<file path="src/rns_mma_pkg.sv">
// ----------------------------------------------------------------------------
// rns_mma_pkg
// Shared types and constants of the residue-number-system multiply/add block.
// ----------------------------------------------------------------------------
package rns_mma_pkg;

  // register file layout
  localparam int NUM_MODULI = 6;
  localparam int CFG_IDX_W  = 3;
  localparam int CFG_DATA_W = 31;
  localparam int MOD_W      = 31;
  localparam int MOD_IDX_W  = $clog2(NUM_MODULI);
  localparam int COMP_W     = 3;

  localparam logic [MOD_W-1:0] MOD_RESET = 31'h7FFF_FFFF;

  // register indexes
  localparam logic [CFG_IDX_W-1:0] REG_OPERATION = 3'd0;
  localparam logic [CFG_IDX_W-1:0] REG_MODULUS_0 = 3'd1;

  // defaults for the top-level parameters
  localparam int DEF_MAX_COMPONENTS = 6;
  localparam int DEF_RESIDUE_BITS   = 31;

  typedef enum logic {
    OP_MUL = 1'b0,
    OP_ADD = 1'b1
  } op_t;

  // control that travels with each word along the cell row
  typedef struct packed {
    logic valid;
    logic last;
  } rns_ctl_t;

endpackage

</file>
<file path="src/rns_mma_cell.sv">
// ----------------------------------------------------------------------------
// rns_mma_cell
// One restoring reduction step: shift in one dividend bit, subtract the
// modulus if the partial remainder reaches it, register the result.
// ----------------------------------------------------------------------------
module rns_mma_cell
  import rns_mma_pkg::*;
#(
  parameter int RES_W = DEF_RESIDUE_BITS,
  parameter int DIV_W = 2 * DEF_RESIDUE_BITS
) (
  input  logic             clk,
  input  logic             rst_n,
  input  logic             adv_i,
  input  logic             pass_i,
  input  rns_ctl_t         ctl_i,
  input  logic [RES_W-1:0] rem_i,
  input  logic [DIV_W-1:0] div_i,
  input  logic [RES_W-1:0] q_i,
  output rns_ctl_t         ctl_o,
  output logic [RES_W-1:0] rem_o,
  output logic [DIV_W-1:0] div_o,
  output logic [RES_W-1:0] q_o
);

  rns_ctl_t         ctl_r;
  logic [RES_W-1:0] rem_r;
  logic [DIV_W-1:0] div_r;
  logic [RES_W-1:0] q_r;

  logic [RES_W:0]   part;
  logic [RES_W:0]   diff;
  logic [RES_W-1:0] rem_nxt;
  logic [DIV_W-1:0] div_nxt;

  always_comb begin
    part    = {rem_i, div_i[DIV_W-1]};
    diff    = part - {1'b0, q_i};
    div_nxt = {div_i[DIV_W-2:0], 1'b0};
    if (pass_i) begin
      rem_nxt = rem_i;
    end else if (part >= {1'b0, q_i}) begin
      rem_nxt = diff[RES_W-1:0];
    end else begin
      rem_nxt = part[RES_W-1:0];
    end
  end

  always_ff @(posedge clk) begin
    if (!rst_n) begin
      ctl_r <= '0;
    end else if (adv_i) begin
      ctl_r <= ctl_i;
    end
  end

  always_ff @(posedge clk) begin
    if (adv_i) begin
      rem_r <= rem_nxt;
      div_r <= div_nxt;
      q_r   <= q_i;
    end
  end

  assign ctl_o = ctl_r;
  assign rem_o = rem_r;
  assign div_o = div_r;
  assign q_o   = q_r;

endmodule

</file>
<file path="config.mk">
export PLATFORM = sky130hd
export DESIGN_NAME = rns_mma_cell
export DESIGN_NICKNAME = d
export VERILOG_FILES = /design/src/rns_mma_pkg.sv /design/src/rns_mma_cell.sv
export SDC_FILE = /design/constraint.sdc
export NUM_CORES = 1
export LEC_CHECK = 0
export BUFFER_PORTS_ARGS = -buffer_cell sky130_fd_sc_hd__buf_4
export CAP_MARGIN = 5
export CORE_AREA = 10 10 157 159
export DETAILED_ROUTE_END_ITERATION = 8
export DIE_AREA = 0 0 167 169
export PLACE_DENSITY_LB_ADDON = 0.25
export SLEW_MARGIN = 20
export SYNTH_ARGS = -nofsm -noshare
export SYNTH_HDL_FRONTEND = slang
export SYNTH_SLANG_ARGS = --single-unit
</file>
<file path="constraint.sdc">
create_clock -name clk -period 3.5 [get_ports clk]
set_input_delay 0.35 -clock clk [delete_from_list [all_inputs] [get_ports clk]]
set_output_delay 0.35 -clock clk [all_outputs]
set_load 0.01 [all_outputs]
</file>
# Word level (Yosys, flattened, before mapping)
# Cells that the tools add are included.
# word_totals
regBits,125
latch_bits,0
ramBits,0
rom_bits,0
inputBits,130
out_inout_bits,126
n_memories,0
# classes
add_sub_neg,1
mul,0
div,0
n_lt_le_gt_ge,1
eq_ne,0
n_shift,0
mux,2
bitwise_logic,0
n_reduce_logical,0
# op_table
cell,count
31-bit 2-to-1 mux,2
32-bit by 31-bit greater-or-equal comparator with 1-bit output,1
31-bit subtractor,1

# Logic depth before layout (Yosys ltp)
# logic_depth
word_depth,3
ltp_mapped,13
depth_no_buf,11

# Worst setup path after synthesis
# OpenSTA, ideal clock, no wires.
# synth_timing
kind,input port to flip-flop
startpoint,input port div_i[61]
endpoint,"register rem_r[23] (netlist: rem_o[23]), data pin"
setup_ns,0.261
arrival_time_ns,2.538
setup_slack_ns,0.701
stages,12
cell_sequence,inv_1 > ha_1 > fa_1 > nor2b_1 > o31a_1 > o21ba_2 > o21ai_1 > a2111oi_4 > nor3_1 > buf_2 > and3_1 > a221o_1
# synth_between
elab_chain_len,3
elab_cells_between_ends,4
classes_between,1 x add/sub; 1 x order compare; 2 x mux
# synth_rtl
item,line,source
from (decl),rns_mma_cell.sv:18,"input logic [DIV_W-1:0] div_i,"
31-bit subtractor or 32-bit by 31-bit greater-or-equal comparator with 1-bit output (tied branches),"rns_mma_cell.sv:38, rns_mma_cell.sv:42",
31-bit 2-to-1 mux (*),rns_mma_cell.sv:42,"end else if (part >= {1'b0, q_i}) begin"
31-bit 2-to-1 mux (*),rns_mma_cell.sv:40,if (pass_i) begin
via rem_nxt[23],rns_mma_cell.sv:33,logic [RES_W-1:0] rem_nxt;
to (signal assigned),rns_mma_cell.sv:59,rem_r <= rem_nxt;
to (decl),rns_mma_cell.sv:27,logic [RES_W-1:0] rem_r;
# Mark *: on every way through the listed nets, which the timed path passes. The rest lies on a longest branch.
# A chain may end at the register's enable or synchronous reset.

# Worst setup path in the final report
# layout_timing
startpoint,input port div_i[61]
endpoint,"register rem_r[19] (netlist: rem_o[19]), data pin"
# The elaborated chain is that of the path after synthesis.

==> flow_metrics.py <==
metrics = {
    "power_and_ir_drop": {
        "cellPowerDensity_nw_per_um2": 509,
        "p_sw_uw": 1240,
        "seqPwrFrac": 0.391,
        "p_int_uw": 3460,
        "netSwitchingFraction": 0.265,
        "leakagePower_uw": 0.00404,
        "ir_drop_uv": 294,
        "total_power_uw": 4710,
        "combPwrFrac": 0.197,
        "p_clk_frac": 0.412,
    },
    "timing": {
        "slew_headroom": 0.477,
        "fmax_mhz": 345,
        "finalSetupTns_ns": 0,
        "timing.final.crit_share": 0.827,
        "tightest_slew_ns": 0.784,
        "postLayoutSetupSlackWorst_ns": 0.604,
        "hold_viol_final": 0,
        "period_needed_ns": 2.90,
        "maxSlewViolCount": 0,
        "setup_violations": 0,
        "rsz0062_at_grt": "false",
        "skew_ns": 0,
        "holdWs_ns": 0.104,
    },
    "final_layout": {
        "fin_nets": 968,
        "antenna_cells": 0,
        "multiInputGateArea_um2": 2360,
        "drive_gt1_frac": 0.371,
        "area_delta_synth_final_pct": 46.0,
        "nFillCells": 2061,
        "final_common_cell": "buf_4",
        "seq_area_um2": 3730,
        "mostFrequentLayoutCells": "buf_4, edfxtp_1, nand2_1",
    },
    "die": {
        "start_util": 0.294,
        "die_w_um": 167,
        "ioPinCount": 256,
        "die-area_um2": 28200,
        "rows": 54,
        "fp.dieH_um": 169,
        "coreArea_um2": 21600,
    },
    "cts": {
        "clk_latency_ns": 0.41,
        "clock_path_buffers": 2,
        "numCtsBuffers": 17,
        "cts_tree": "built",
        "cts.sinks": 125,
        "post_cts_buffers": 0,
        "root_buffer": "clkbuf_16",
        "postCtsHoldBufs": 0,
        "path_clk_slew_ns": 0.06,
        "post_cts_resized": 0,
        "htreeDepth": 4,
    },
    "setup_path": {
        "path_cells": "buf_4 > inv_1 > ha_1 > fa_1 > nor2b_1 > o31a_1 > o21ba_2 > o21ai_1 > a2111oi_4 > nor3_2 > buf_12 > or4_1 > a31oi_1",
        "arrival_ns": 3.15,
        "path_class": "in2reg",
        "max_stage_delay_ns": 0.53,
        "cp-start-kind": "primary input",
        "cp.required_ns": 3.75,
        "cp_max_fo": 36,
        "cp-end-kind": "flip-flop",
        "ff2ff_setup_slack_ns": 2.89,
        "slowest_stage": "or4_1",
    },
    "grt": {
        "antenna_found_initial": 0,
        "first_global_vias": 5226,
        "grt_start_max_net_pins": 76,
        "grt_overflow": 0,
        "grt_pass1_wl_um": 31700,
        "track_usage": 0.143,
    },
    "yosys": {
        "synth-main-ff-cell": "edfxtp_1",
        "synth-edff-count": 123,
        "ys_ff_latch": 125,
        "syn-cell-area_um2": 6330,
        "synth_nets": 705,
        "synth-async-reset-ratio": 0,
        "yosysSeqAreaShare": 0.590,
        "synth_area_per_cell_um2": 11.7,
        "yosysWarnings": 0,
        "ys_types": 57,
        "netlist_instances": 543,
    },
    "detailed_routing": {
        "routed_via_density": 4.74,
        "antenna_left": 0,
        "drt_wl_total_um": 21000,
        "wl_per_cell_um": 19.1,
        "detail_route.iter0.violations": 365,
        "via_count": 5206,
        "dr.pass1.iters": 7,
        "drc_errors": 0,
    },
    "place": {
        "place.gp.congestion": 0.839,
        "pre_cts_ws_ns": 0.197,
        "port_buffers": 254,
        "hpwl_um": 16400,
    },
    "job": {
        "drv_cap": 0,
    },
    "run_status": {
        "outcome": "completed",
    },
    "min_path": {
        "hp-class": "in2reg",
    },
}
## registers in the layout, indices dropped and copies added, names as in the netlist
| register | flops |
|---|---|
| ctl_o | 2 |
| div_o | 61 |
| rem_o | 31 |
| q_o | 31 |
## cells in the mapped netlist (10+ instances only)
cell type	n	area, um2
a21o_1	18	135
a21oi_1	33	165
a31oi_1	17	106
clkbuf_1	11	41.3
edfxtp_1	123	3690
ha_1	31	388
inv_1	39	146
nand2_1	54	203
nand3_1	10	50.1
nor2_1	48	180
nor3_1	11	55.1
o21ai_0	16	80.1
xnor2_1	14	123
## final timing paths
| path | cells past startpoint | from | end |
|---|---|---|---|
| max | 13 | div_i[61] | rem_o[19] |
| min | 1 | div_i[49] | div_o[50] |
| max reg2reg | 2 | ctl_o[0] | ctl_o[0] |
| min reg2reg | 2 | ctl_o[1] | ctl_o[1] |
## cell type report
cell class / count / share of cell area
clock buffers: 18 / 0.0464
clock inverters: 14 / 0.0225
inverters: 39 / 0.0158
multi-input cells: 358 / 0.255
flip-flops and latches: 125 / 0.404
well taps: 280 / 0.0379
repair buffers: 265 / 0.218
## critical path: cells and delay by family
family	cells	cell delay [ns]
simple gates	3	0.81
fa+ha+maj	2	0.63
compound gates	5	1.01
buf+inv	3	0.31
## cell families (layout without fill, tap and decap cells)
| logic type | after synthesis | in the layout | synth area share |
|---|---|---|---|
| other | 1 | 1 | 0.000592 |
| DFF | 125 | 125 | 0.590 |
| xor gates and xnor gates | 19 | 19 | 0.0263 |
| adders and majority gates | 32 | 32 | 0.0644 |
| muxes | 6 | 6 | 0.00988 |
| AOI/OAI and AO/OA | 136 | 136 | 0.149 |
| and+or+nand+nor | 164 | 164 | 0.122 |
| buffers and inverters | 60 | 336 | 0.0383 |
## power groups by stage
| stage | Combinational, uW | Clock (uW) | Sequential [uW] |
|---|---|---|---|
| floorplan | 379 | 0 | 1940 |
| global placement | 943 | 0 | 1870 |
| detailed placement | 942 | 0 | 1870 |
| CTS | 947 | 1990 | 1840 |
| global route | 1020 | 2050 | 1850 |
| finish | 929 | 1940 | 1840 |
## per-stage QoR
stage | instances | cell area [um2] | utilization
2_1_floorplan | 543 | 6330 | -
3_3_place_gp | 1067 | 8610 | 0.399
3_5_place_dp | 1067 | 8610 | 0.399
4_1_cts | 1099 | 9240 | 0.429
5_1_grt | 1099 | 9240 | 0.429
6_report | 1099 | 9240 | 0.429
## layer usage
metal,global-route usage,vias up,part of all wire
li1,-,2560,-
met1,0.173,2423,0.43
met2,0.234,210,0.47
met3,0.0542,13,0.085
met4,0.0355,0,0.0086
met5,0,-,0
Power figures use the tool's default switching activity.
