File: config.mk
export PLATFORM = sky130hd
export DESIGN_NAME = rns_mma_obuf
export DESIGN_NICKNAME = d
export VERILOG_FILES = /design/src/rns_mma_obuf.sv
export SDC_FILE = /design/constraint.sdc
export NUM_CORES = 1
export LEC_CHECK = 0
export ABC_AREA = 1
export BUFFER_PORTS_ARGS = -buffer_cell sky130_fd_sc_hd__buf_2
export CORE_UTILIZATION = 54
export CTS_BUF_LIST = sky130_fd_sc_hd__clkbuf_2
export DETAILED_ROUTE_END_ITERATION = 8
export PLACE_DENSITY = 0.93
export SYNTH_ARGS = -nofsm -noshare
export SYNTH_HDL_FRONTEND = slang
export SYNTH_SLANG_ARGS = --single-unit
File: constraint.sdc
create_clock -name clk -period 2.8 [get_ports clk]
set_input_delay 0.14 -clock clk [delete_from_list [all_inputs] [get_ports clk]]
set_output_delay 0.14 -clock clk [all_outputs]
set_load 0.02 [all_outputs]
File: src/rns_mma_obuf.sv
// ----------------------------------------------------------------------------
// rns_mma_obuf
// Two-entry result buffer; decouples the cell row from output stalls.
// ----------------------------------------------------------------------------
module rns_mma_obuf #(
  parameter int DATA_W = 32
) (
  input  logic              clk,
  input  logic              rst_n,
  input  logic              push_i,
  input  logic [DATA_W-1:0] data_i,
  output logic              space_o,
  output logic              out_valid_o,
  input  logic              out_ready_i,
  output logic [DATA_W-1:0] data_o
);

  localparam int DEPTH = 2;
  localparam int CNT_W = $clog2(DEPTH + 1);

  logic [DATA_W-1:0] slot_r [DEPTH];
  logic              wr_ptr_r;
  logic              rd_ptr_r;
  logic [CNT_W-1:0]  cnt_r;
  logic [CNT_W-1:0]  cnt_nxt;
  logic              pop;

  assign pop         = (cnt_r != '0) && out_ready_i;
  assign out_valid_o = (cnt_r != '0);
  assign space_o     = (cnt_r != CNT_W'(DEPTH));
  assign data_o      = slot_r[rd_ptr_r];

  always_comb begin
    cnt_nxt = cnt_r + CNT_W'(push_i) - CNT_W'(pop);
  end

  always_ff @(posedge clk) begin
    if (!rst_n) begin
      wr_ptr_r <= 1'b0;
      rd_ptr_r <= 1'b0;
      cnt_r    <= '0;
    end else begin
      if (push_i) begin
        wr_ptr_r <= ~wr_ptr_r;
      end
      if (pop) begin
        rd_ptr_r <= ~rd_ptr_r;
      end
      cnt_r <= cnt_nxt;
    end
  end

  always_ff @(posedge clk) begin
    if (push_i) begin
      slot_r[wr_ptr_r] <= data_i;
    end
  end

endmodule

[Yosys cells after proc, flatten, opt, wreduce, memory -nomap -nowiden]
Memory sizes are Yosys's and may differ from the RTL's. A register that Yosys moved wholly into a read port is not among the register bits.
Cells that the tools add are included.
Word-level totals
  output and inout bits: 34
  input port bits: 36
  memories kept: 1
  bits in registers: 4
  bits in read-only memories: 0
  bits in writable memories: 64
  bits in latches: 0
  word-level logic and storage cells: 15
Memories
  slot_r: words 2, bits a word 32, rd ports 1, clocked after Yosys merged registers in 1, wr ports 1, RTL line 21  | logic [DATA_W-1:0] slot_r [DEPTH];
Cells by class
  mux-type cells: 4
  reduce and logical (&&, ||, !) cells: 2
  bitwise logic cells: 2
  order comparisons: 0
  shifts and indexed selects: 0
  eq/ne operators: 1
  div/mod/pow operators: 0
  $mul: 0
  add/subtract/negate cells: 2
Operators by type and width (count)
  2-to-1 mux 1 bit: 4
  adder 2 x 1 -> 2 bit: 1
  inequality test 2 bit, second input constant: 1
  inverter 1 bit: 2
  nonzero test 2 bit: 1
  subtractor 2 x 1 -> 2 bit: 1
  logical AND 1 bit: 1

[Depth between registers and ports, before layout]
Gate-level depths: netlist of the first run.
  depth after elaboration: 4
  depth in mapped cells: 10
  gate-level depth less buffers: 10

[Least setup slack after synthesis of the first run]
No wires, ideal clock.
  kind: register to register
  from: register wr_ptr_r
  to: memory slot_r[0][0] (enable)
  setup time: 0.422 ns
  data arrival time: 1.677 ns
  period minus slack after synthesis: 2.098 ns
  slack: 0.702 ns
  data required time: 2.378 ns
  buffers on the path: 0
  cell stages (with the launch flop): 2
  cell sequence: dfxtp_1 > nor2_1
RTL lines
  from (decl): RTL line 22  | logic wr_ptr_r;
  from (signal assigned): RTL line 44  | wr_ptr_r <= ~wr_ptr_r;
  to (decl): RTL line 21
No word-level cell before the write port.

==> reports/summary.txt, run 1 <==
status: finished clean
Hold Vio Cnt, Final: 0
DR vias/cell: 4.693
r2r startpoint: cnt_r[1]$_SDFF_PN0_
die span in y: 72.76 um
DRT iter0 DRCs: 87
library cells used by synthesis: 12
DP Area: 3085 um2
Avg WL per Cell: 14.60 um
TritonRoute pass-1 iters: 4
final std cells w/o fill: 322
max cap viols: 0
DRC: 0
Die X: 72.76 um
slew of the pin with the lowest slew margin: 0.9339 ns
synthesized flop and latch total: 69
worst hold path type: input pin to flip-flop
utilization after layout: 73.78%
Tot Pwr: 0.002410 W
CP arrival: 1.85 ns
NumNets Final: 288
Tot GR Track Use: 19.45%
r2r setup slk: 0.96 ns
Worst Hold Path EP: slot_r[1][12]$_DFFE_PP_
Mapped Area: 2704 um2
Worst-path clk slew: 0.18 ns
Final period util: 70.99%
Cell Chain, Critical Path: buf_4, mux2_2, buf_2
Crit-path slowest cell: buf_4
Synthesis Warnings: 0
post_cts resized: 0
Cell Pwr Density: 682.5 nW/um2
placed cell count: 270
syn avg cell area: 19.88 um2
Hold Crit Depth: 2
dpl hpwl: 2724 um
final wirelength: 4701 um
cell area after layout: 3531 um2
Worst Setup End Kind: output port
multi-input logic area: 588.1 um2
ant diodes: 0
R2R cell count: 8
Final Setup Violations: 0
RD Place Congestion: 0.6200
Max stage delay on crit path: 0.46 ns
CP Data Required Time: 2.66 ns
H-tree levels: 3
first-pass GRT wire length: 7127 um
Port Buf Inserts: 69
Core Area: 4786 um2
fill count: 303
vias in the first global route: 1,544
RSZ-0062 raised after global routing: false
share of layout cells above drive strength 1: 47.45%
TritonCTS clock tree: built
GRT overflow: 0
FMAX: 0.5031 GHz
CTS Sinks: 69
Reg area: 2023 um2
worst vdd ir: 590.2 uV
Slew Viols, Final: 0
Syn Nets: 174
Rel. slew slack: 37.59%
Detail Route Antenna Nets: 0
final setup TNS: 0 ns
TritonCTS buffer count: 9
IO Pins: 70
Clock Latency Late Sink: 0.49 ns
Setup CP Type: flip-flop to output port
die footprint: 5294 um2
largest net degree at the start of global routing: 33
Gate Count Post-Synth: 136
Layout area overhead: 30.59%
total number of vias: 1,511
CP max FO: 32
initial core utilization: 56.50%
num rows: 25
hold path startpoint: data_i[12]
reg2reg end: cnt_r[0]$_SDFF_PN0_
Worst Clk Skew: 0.02465 ns
post-synthesis sequential area ratio: 74.78%
initial antenna violation count: 0
fin crit period: 1.988 ns
clk root buf: clkbuf_2
CP startpoint kind: flip-flop
leakage power: 1.459 nW
Longest Clk Path Bufs: 2
-- cells in the final DEF (no fill, tap or decap), drive strengths merged --
| cell type | n |
|---|---|
| dfxtp | 5 |
| clkbuf | 12 |
| a21oi | 1 |
| clkinv | 2 |
| buf | 71 |
| mux2 | 32 |
| edfxtp | 64 |
| ha | 2 |
| nand2 | 9 |
| clkinvlp | 2 |
| inv | 8 |
| nand3 | 2 |
| dlygate4sd3 | 36 |
| nor2 | 9 |
-- worst max-delay path by stage --
stage                                from                 endpoint  slack, ns  cells past startpoint
floorplan           wr_ptr_r$_SDFFE_PN0P_   slot_r[0][0]$_DFFE_PP_       0.70                      1
global placement                flip-flop                data_o[0]       1.34                      3
detailed placement  wr_ptr_r$_SDFFE_PN0P_  slot_r[0][23]$_DFFE_PP_       1.32                      1
CTS                             flip-flop               data_o[31]       0.75                      3
global route                    flip-flop                data_o[0]       0.69                      3
finish                          flip-flop                data_o[0]       0.81                      3
-- state kept, by name, indices dropped and copies added, names as in the netlist, named ones only --
signal	count
slot_r	64
cnt_r	2
rd_ptr_r	1
wr_ptr_r	1
-- what timing repair did --
| action | CTS | global route |
|---|---|---|
| hold buffers | 36 | 0 |
| setup buffers | 0 | 0 |
| endpoints found under the hold margin | 69 | 0 |
| endpoints found under the setup margin | 0 | 0 |
-- stage by stage --
| step | hold WS [ns] | setup slack, ns |
|---|---|---|
| final | 0.3613 | 0.8122 |
| after global routing | 0.3091 | 0.6949 |
| after CTS | 0.3161 | 0.7456 |
| after detailed placement | 0.3315 | 1.315 |
| after global placement | 0.3284 | 1.340 |
| after floorplan | 0.2335 | 0.7016 |
-- power breakdown --
part / switching, W / internal [W] / total (W)
registers: 0.0000269 / 0.00121 / 0.00123
clock network: 0.000333 / 0.000125 / 0.000457
logic: 0.000380 / 0.000340 / 0.000720
-- cells by family after synthesis --
family | synth area share [%]
flip-flops | 74.78
adder cells (fa/ha/maj) | 0.9253
AND/OR/NAND/NOR | 2.869
multiplexers | 17.49
buffers and inverters | 3.748
AO/OA/AOI/OAI | 0.1849
-- synthesized netlist by cell type --
master / n / share of area (%)
inv_1: 8 / 1.1
buf_12: 3 / 2.2
nor2_1: 9 / 1.2
nand2_1: 9 / 1.2
edfxtp_1: 64 / 71
mux2_2: 2 / 0.83
ha_1: 2 / 0.93
buf_6: 1 / 0.42
dfxtp_1: 5 / 3.7
a21oi_1: 1 / 0.18
mux2_4: 30 / 17
nand3_1: 2 / 0.37
-- critical path: cells and delay by family, from the launching register on --
kind                   cells  cell delay (ns)
DFF                        1             0.34
muxes                      1             0.39
buffers and inverters      2             0.62
-- cell type report --
| class | instances | area share, % |
|---|---|---|
| Clock inverter | 4 | 0.7087 |
| Inverter | 8 | 0.8505 |
| Timing Repair Buffer | 107 | 20.41 |
| Tap cell | 67 | 2.374 |
| Sequential cell | 69 | 57.30 |
| Clock buffer | 12 | 1.701 |
| Multi-Input combinational cell | 55 | 16.65 |
-- layer usage --
layer | global-route usage, % | wire (um) | up-vias
met5 | 0 | 0 | -
met4 | 11.11 | 133 | 0
met3 | 6.354 | 207 | 9
met2 | 33.44 | 2494 | 47
met1 | 21.15 | 1866 | 722
li1 | - | - | 733
No activity file was read; power rests on OpenSTA's default activity.
==> inputs of run 2 (changes only) <==
--- a/config.mk
+++ b/config.mk
@@ -5,12 +5,12 @@
 export SDC_FILE = /design/constraint.sdc
 export NUM_CORES = 1
 export LEC_CHECK = 0
-export ABC_AREA = 1
+export ABC_AREA = 0
 export BUFFER_PORTS_ARGS = -buffer_cell sky130_fd_sc_hd__buf_2
-export CORE_UTILIZATION = 54
+export CORE_UTILIZATION = 49
 export CTS_BUF_LIST = sky130_fd_sc_hd__clkbuf_2
 export DETAILED_ROUTE_END_ITERATION = 8
-export PLACE_DENSITY = 0.93
+export PLACE_DENSITY = 0.9
 export SYNTH_ARGS = -nofsm -noshare
 export SYNTH_HDL_FRONTEND = slang
 export SYNTH_SLANG_ARGS = --single-unit
==> constraint.sdc (replaced) <==
create_clock -name clk -period 1.63 [get_ports clk]
set_input_delay 0.0815 -clock clk [delete_from_list [all_inputs] [get_ports clk]]
set_output_delay 0.0815 -clock clk [all_outputs]
set_load 0.02 [all_outputs]
==> run 2 against run 1 <==
Worst setup slack got worse by 0.80 ns. Synthesized cell count decreased by 9.6%. Sequential power increased by 75%. Sequential cell count unchanged. Clock power increased by 85%. Clock-buffer cell count decreased by 2. Non-clock buffer count increased by 6. Critical path depth unchanged. Critical endpoint is now data_o[6]. Highest routed layer unchanged.
==> reports/summary.txt, run 2 <==
top cell type by total area after synthesis: edfxtp_1
CTS Sinks: 69 (unchanged)
Gate Count Post-Synth: 123 (-9.6%)
Worst-path clk slew: 0.17 ns (about the same)
library cells used by synthesis: 16 (+4)
fin crit period: 1.616 ns
DRT iter0 DRCs: 82 (-5.7%)
syn avg cell area: 21.82 um2 (+9.8%)
share of layout cells above drive strength 1: 50.41% (+3.0 points)
Largest register FFs: 64 (unchanged)
Reg area: 2026 um2 (+0.12%)
TritonCTS clock tree: built
leakage power: 1.552 nW (+6.4%)
worst hold path type: input pin to flip-flop
largest net degree at the start of global routing: 34 (+3.0%)
Synth async-reset ratio: 0% (unchanged)
Post-synth EDFFs: 64 (unchanged)
worst vdd ir: 594.7 uV (+0.75%)
count leader, synth: edfxtp_1
switch share: 27.97% (-2.7 points)
Tot GR Track Use: 18.34% (-1.1 points)
final setup TNS: 0 ns (unchanged)
dpl hpwl: 2780 um (+2.1%)
Synthesis Warnings: 0 (unchanged)
total number of vias: 1,544 (+2.2%)
Rel. slew slack: 80.79% (+43 points)
IO Pins: 70 (unchanged)
RD Place Congestion: 0.6740 (+8.7%)
Port Buf Inserts: 69 (unchanged)
Worst Setup End Kind: output port
Clk network pwr share: 18.3% (-0.7 points)
Die X: 76.01 um (+4.5%)
post-CTS setup repair buffer count: 0 (unchanged)
Hold Vio Cnt, Final: 0 (unchanged)
final wirelength: 5499 um (+17%)
CP max FO: 6 (-81%)
Final period util: 99.16%
Syn Nets: 161 (-7.5%)
cell internal pwr: 0.003331 W (+99%)
Final Setup Violations: 0 (unchanged)
GRT overflow: 0 (unchanged)
Detail Route Antenna Nets: 0 (unchanged)
initial core utilization: 51.56% (-4.9 points)
DR vias/cell: 4.886 (+4.1%)
max cap viols: 0 (unchanged)
status: finished clean
NumNets Final: 281 (-2.4%)
Largest Register: slot_r
most common cell after layout, fill and taps aside: edfxtp_1
Synth top cells by count: edfxtp_1, mux2_4, dfxtp_1, buf_6
Mapped Area: 2684 um2 (-0.74%)
most frequent cells in the layout: edfxtp_1, buf_2, dlygate4sd3_1
Crit-path slowest cell: dfxtp_4
Max stage delay on crit path: 0.46 ns (about the same)
worst hold slack: 0.3438 ns (-0.01743 ns)
CP startpoint kind: flip-flop
clk root buf: clkbuf_2
RSZ-0062 raised after global routing: true
switching pwr: 0.001294 W (+75%)
CP Data Required Time: 1.55 ns (-1.11 ns)
Synth top area share: 71.61% (+0.53 points)
Clock Latency Late Sink: 0.45 ns (-0.04 ns)
H-tree levels: 3 (unchanged)
synthesized flop and latch total: 69 (unchanged)
utilization after layout: 73.80% (about the same)
Layout area overhead: 43.12%
biggest regs: slot_r: 64 flops, cnt_r: 2 flops
CP arrival: 1.53 ns (-0.32 ns)
Slew Viols, Final: 0 (unchanged)
Worst Clk Skew: 0.01602 ns (-0.008626 ns)
slew of the pin with the lowest slew margin: 0.2882 ns (-0.6457 ns)
die footprint: 5778 um2 (+9.1%)
multi-input logic area: 624.3 um2 (+6.2%)
Avg WL per Cell: 17.40 um (+19%)
Cell Pwr Density: 1204 nW/um2 (+76%)
Synth Flop Type: edfxtp_1
Tot Pwr: 0.004624 W (+92%)
Comb power frac: 35.3% (+5.4 points)
DRC: 0 (unchanged)
Setup CP Type: flip-flop to output port
first-pass GRT wire length: 7755 um (+8.8%)
num rows: 26 (+4.0%)
ant diodes: 0 (unchanged)
TritonRoute pass-1 iters: 4 (unchanged)
TritonCTS buffer count: 9 (unchanged)
post-synthesis sequential area ratio: 75.34% (+0.56 points)
Longest Clk Path Bufs: 2 (unchanged)
Core Area: 5205 um2 (+8.8%)
die span in y: 76.01 um (+4.5%)
sequential power share: 46.5% (-4.7 points)
Cell Chain, Critical Path: clkbuf_16, mux2_4, buf_6
initial antenna violation count: 0 (unchanged)
Area contributors post-synth: edfxtp_1, mux2_4, dfxtp_1
FMAX: 0.6187 GHz
fill count: 314 (+3.6%)
vias in the first global route: 1,711 (+11%)
run 2: per-stage QoR:
step,worst slack [ns],instance area (um2),cells
2_1_floorplan,0.04133,2686,123
3_3_place_gp,0.2448,3143,263
3_5_place_dp,0.1955,3143,263
4_1_cts,-0.03681,3608,313
5_1_grt,-0.06977,3841,316
6_report,0.01372,3841,316
run 2: timing repair:
action	4_1_cts	5_1_grt
hold buffers	36	0
gates resized for setup	4	54
endpoints found under the setup margin	32	32
cloned	0	3
hold endpoints to repair	69	0
run 2: kinds of logic (layout without fill, tap and decap cells):
logic type	count (synthesis)	after routing	share of synthesized area [%]
compound gates	2	2	0.5593
xor+xnor	1	1	0.8391
fa+ha+maj	2	2	0.9323
buf+inv	6	129	1.958
flops	69	69	75.34
mux	34	34	18.37
simple gates	9	9	2.005
run 2: cell type report:
type,count,area share [%]
Inverter,2,0.1954
Clock buffer,10,1.303
Timing Repair Buffer,113,26.16
Tap cell,70,2.280
Clock inverter,4,1.075
Multi-Input combinational cell,48,16.25
Sequential cell,69,52.74
run 2: layer usage:
| metal | track usage [%] | share of wire (%) |
|---|---|---|
| met1 | 16.80 | 35 |
| met3 | 3.593 | 4.6 |
| met4 | 14.04 | 4.2 |
| met2 | 35.09 | 56 |
| met5 | 0 | 0 |
run 2: final timing paths:
path / start / slack [ns] / to / cells after the start
hold reg to reg: rd_ptr_r$_SDFFE_PN0P_ / 0.48 / flip-flop / 2
hold / removal: data_i[30] / 0.34 / slot_r[0][30]$_DFFE_PP_ / 2
setup / recovery: flip-flop / 0.01 / data_o[6] / 3
setup reg to reg: wr_ptr_r$_SDFFE_PN0P_ / 0.15 / wr_ptr_r$_SDFFE_PN0P_ / 4
run 2: power groups by stage:
stage	combinational [W]	clock [W]	sequential, W
2_1_floorplan	0.000957	0	0.00215
3_3_place_gp	0.00122	0	0.00215
3_5_place_dp	0.00124	0	0.00216
4_1_cts	0.00133	0.000862	0.00212
5_1_grt	0.00171	0.000944	0.00216
6_report	0.00163	0.000845	0.00215
run 2: worst max-delay path: cells and delay by family (launching register included):
kind | cells | cell delay [ns]
buffers and inverters | 2 | 0.31
DFF | 1 | 0.46
muxes | 1 | 0.31
==> inputs of run 3 (changes only) <==
--- a/config.mk
+++ b/config.mk
@@ -11,6 +11,7 @@
 export CTS_BUF_LIST = sky130_fd_sc_hd__clkbuf_2
 export DETAILED_ROUTE_END_ITERATION = 8
 export PLACE_DENSITY = 0.9
+export RECOVER_POWER = 100
 export SYNTH_ARGS = -nofsm -noshare
 export SYNTH_HDL_FRONTEND = slang
 export SYNTH_SLANG_ARGS = --single-unit
==> run 3 against run 2 <==
Worst hold slack better by 0.0095 ns. Clock skew about the same. Critical path depth unchanged. Critical path type unchanged.
==> reports/summary.txt, run 3 (synthesized netlist as in run 2, its figures left out) <==
RD Place Congestion: 0.6740 (unchanged)
Final period util: 99.18% (about the same)
max layer used: met4
most frequent cells in the layout: edfxtp_1, dlygate4sd3_1, mux2_4
slew of the pin with the lowest slew margin: 0.6769 ns (+0.3888 ns)
TritonRoute pass-1 iters: 5 (+1)
fin crit period: 1.617 ns (+0.0002754 ns)
switch share: 28.10% (+0.12 points)
routed wl met2: 3086 um (+0.62%)
CP startpoint kind: flip-flop
Tot GR Track Use: 18.34% (unchanged)
initial antenna violation count: 0 (unchanged)
Largest register FFs: 64 (unchanged)
worst hold path type: input pin to flip-flop
leakage power: 1.476 nW (-4.9%)
worst hold slack: 0.3534 ns (+0.009527 ns)
CP max FO: 6 (unchanged)
met1 WL: 1866 um (-4.3%)
die span in y: 76.01 um (unchanged)
utilization after layout: 72.96% (-0.84 points)
Cell Pwr Density: 1213 nW/um2 (+0.75%)
Die X: 76.01 um (unchanged)
total number of vias: 1,550 (+0.39%)
DR vias/cell: 4.905 (+0.39%)
Setup CP Type: flip-flop to output port
Tot Pwr: 0.004606 W (-0.40%)
Detail Route Antenna Nets: 0 (unchanged)
biggest regs: slot_r: 64 flops, cnt_r: 2 flops
final std cells w/o fill: 316 (unchanged)
cell internal pwr: 0.003312 W (-0.57%)
DRC: 0 (unchanged)
sequential power share: 46.6% (about the same)
dpl hpwl: 2780 um (unchanged)
final worst slack: 0.01344 ns (-0.0002754 ns)
Final Setup Violations: 0 (unchanged)
Slew Viols, Final: 0 (unchanged)
final wirelength: 5432 um (-1.2%)
ant diodes: 0 (unchanged)
Reg area: 2026 um2 (unchanged)
multi-input logic area: 616.8 um2 (-1.2%)
Rel. slew slack: 54.87% (-26 points)
Worst-path clk slew: 0.17 ns (about the same)
placed cell count: 263 (unchanged)
most common cell after layout, fill and taps aside: edfxtp_1
Core Area: 5205 um2 (unchanged)
Clock Latency Late Sink: 0.45 ns (about the same)
Avg WL per Cell: 17.19 um (-1.2%)
first-pass GRT wire length: 7755 um (unchanged)
FMAX: 0.6186 GHz (about the same)
Longest Clk Path Bufs: 2 (unchanged)
RSZ-0062 raised after global routing: true
GRT overflow: 0 (unchanged)
clk root buf: clkbuf_2
CP Data Required Time: 1.55 ns (about the same)
num rows: 26 (unchanged)
initial core utilization: 51.56% (unchanged)
NumNets Final: 281 (unchanged)
switching pwr: 0.001294 W (about the same)
Worst Setup End Kind: output port
Worst Clk Skew: 0.01571 ns (-0.0003048 ns)
status: finished clean
Comb power frac: 35.0% (-0.3 points)
Hold Vio Cnt, Final: 0 (unchanged)
R2R cell count: 4 (unchanged)
pre-CTS WS: 0.1955 ns (unchanged)
max cap viols: 0 (unchanged)
Clk network pwr share: 18.4% (about the same)
Layout area overhead: 41.49%
worst vdd ir: 589.8 uV (-0.82%)
post-CTS setup repair buffer count: 0 (unchanged)
Largest Register: slot_r
Hold Crit Depth: 2 (unchanged)
TritonCTS buffer count: 9 (unchanged)
DRT iter0 DRCs: 81 (-1.2%)
largest net degree at the start of global routing: 34 (unchanged)
die footprint: 5778 um2 (unchanged)
CP arrival: 1.54 ns (about the same)
H-tree levels: 3 (unchanged)
vias in the first global route: 1,711 (unchanged)
IO Pins: 70 (unchanged)
share of layout cells above drive strength 1: 39.84% (-11 points)
CTS Sinks: 69 (unchanged)
WL met3: 233 um (-7.2%)
TritonCTS clock tree: built
fill count: 331 (+5.4%)
Port Buf Inserts: 69 (unchanged)
[run 3: cell types whose count changed in the layout (fill, tap and decap cells not counted)]
cell / delta
nor2b_4: -1
and2_1: -1
nor2b_1: +1
clkbuf_2: +3
clkbuf_1: +25
buf_2: -26
and2_0: +1
buf_4: -2
[run 3: final cells by class]
type,instances,share of cell area (%)
Clock inverter,4,1.087
Inverter,2,0.1977
Multi-Input combinational cell,48,16.24
Sequential cell,69,53.34
Clock buffer,10,1.318
Tap cell,70,2.306
Timing Repair Buffer,113,25.50
[run 3: timing repair]
action,4_1_cts,5_1_grt
gates resized for setup,4,54
endpoints found under the hold margin,69,0
setup endpoints to repair,32,32
hold buffers,36,0
cloned,0,3
[run 3: path summary, 6_finish.rpt]
path	from	end	slack, ns
setup / recovery	flip-flop	data_o[17]	0.01
hold / removal	data_i[23]	slot_r[1][23]$_DFFE_PP_	0.35
setup reg to reg	wr_ptr_r$_SDFFE_PN0P_	wr_ptr_r$_SDFFE_PN0P_	0.10
hold reg to reg	rd_ptr_r$_SDFFE_PN0P_	flip-flop	0.48
[run 3: power groups by stage]
stage,sequential (W),combinational (W),clock (W)
3_5_place_dp,0.00216,0.00124,0
3_3_place_gp,0.00215,0.00122,0
6_report,0.00215,0.00161,0.000846
5_1_grt,0.00216,0.00169,0.000944
4_1_cts,0.00212,0.00133,0.000862
2_1_floorplan,0.00215,0.000957,0
[run 3: critical path: stages (launching register included)]
cell	delay [ns]
dfxtp_4	0.46
clkbuf_16	0.18
mux2_4	0.30
buf_6	0.13
[run 3: per-layer routing]
metal / up-vias / global-route usage (%)
met4: 0 / 14.04
met3: 20 / 3.593
met2: 65 / 35.09
met5: - / 0
li1: 711 / -
met1: 754 / 16.80
[run 3: stage by stage]
stage	TNS [ns]	cell area [um2]
finish	0	3797
global placement	0	3143
global route	-1.683	3797
CTS	-0.6362	3608
detailed placement	0	3143
floorplan	0	2686
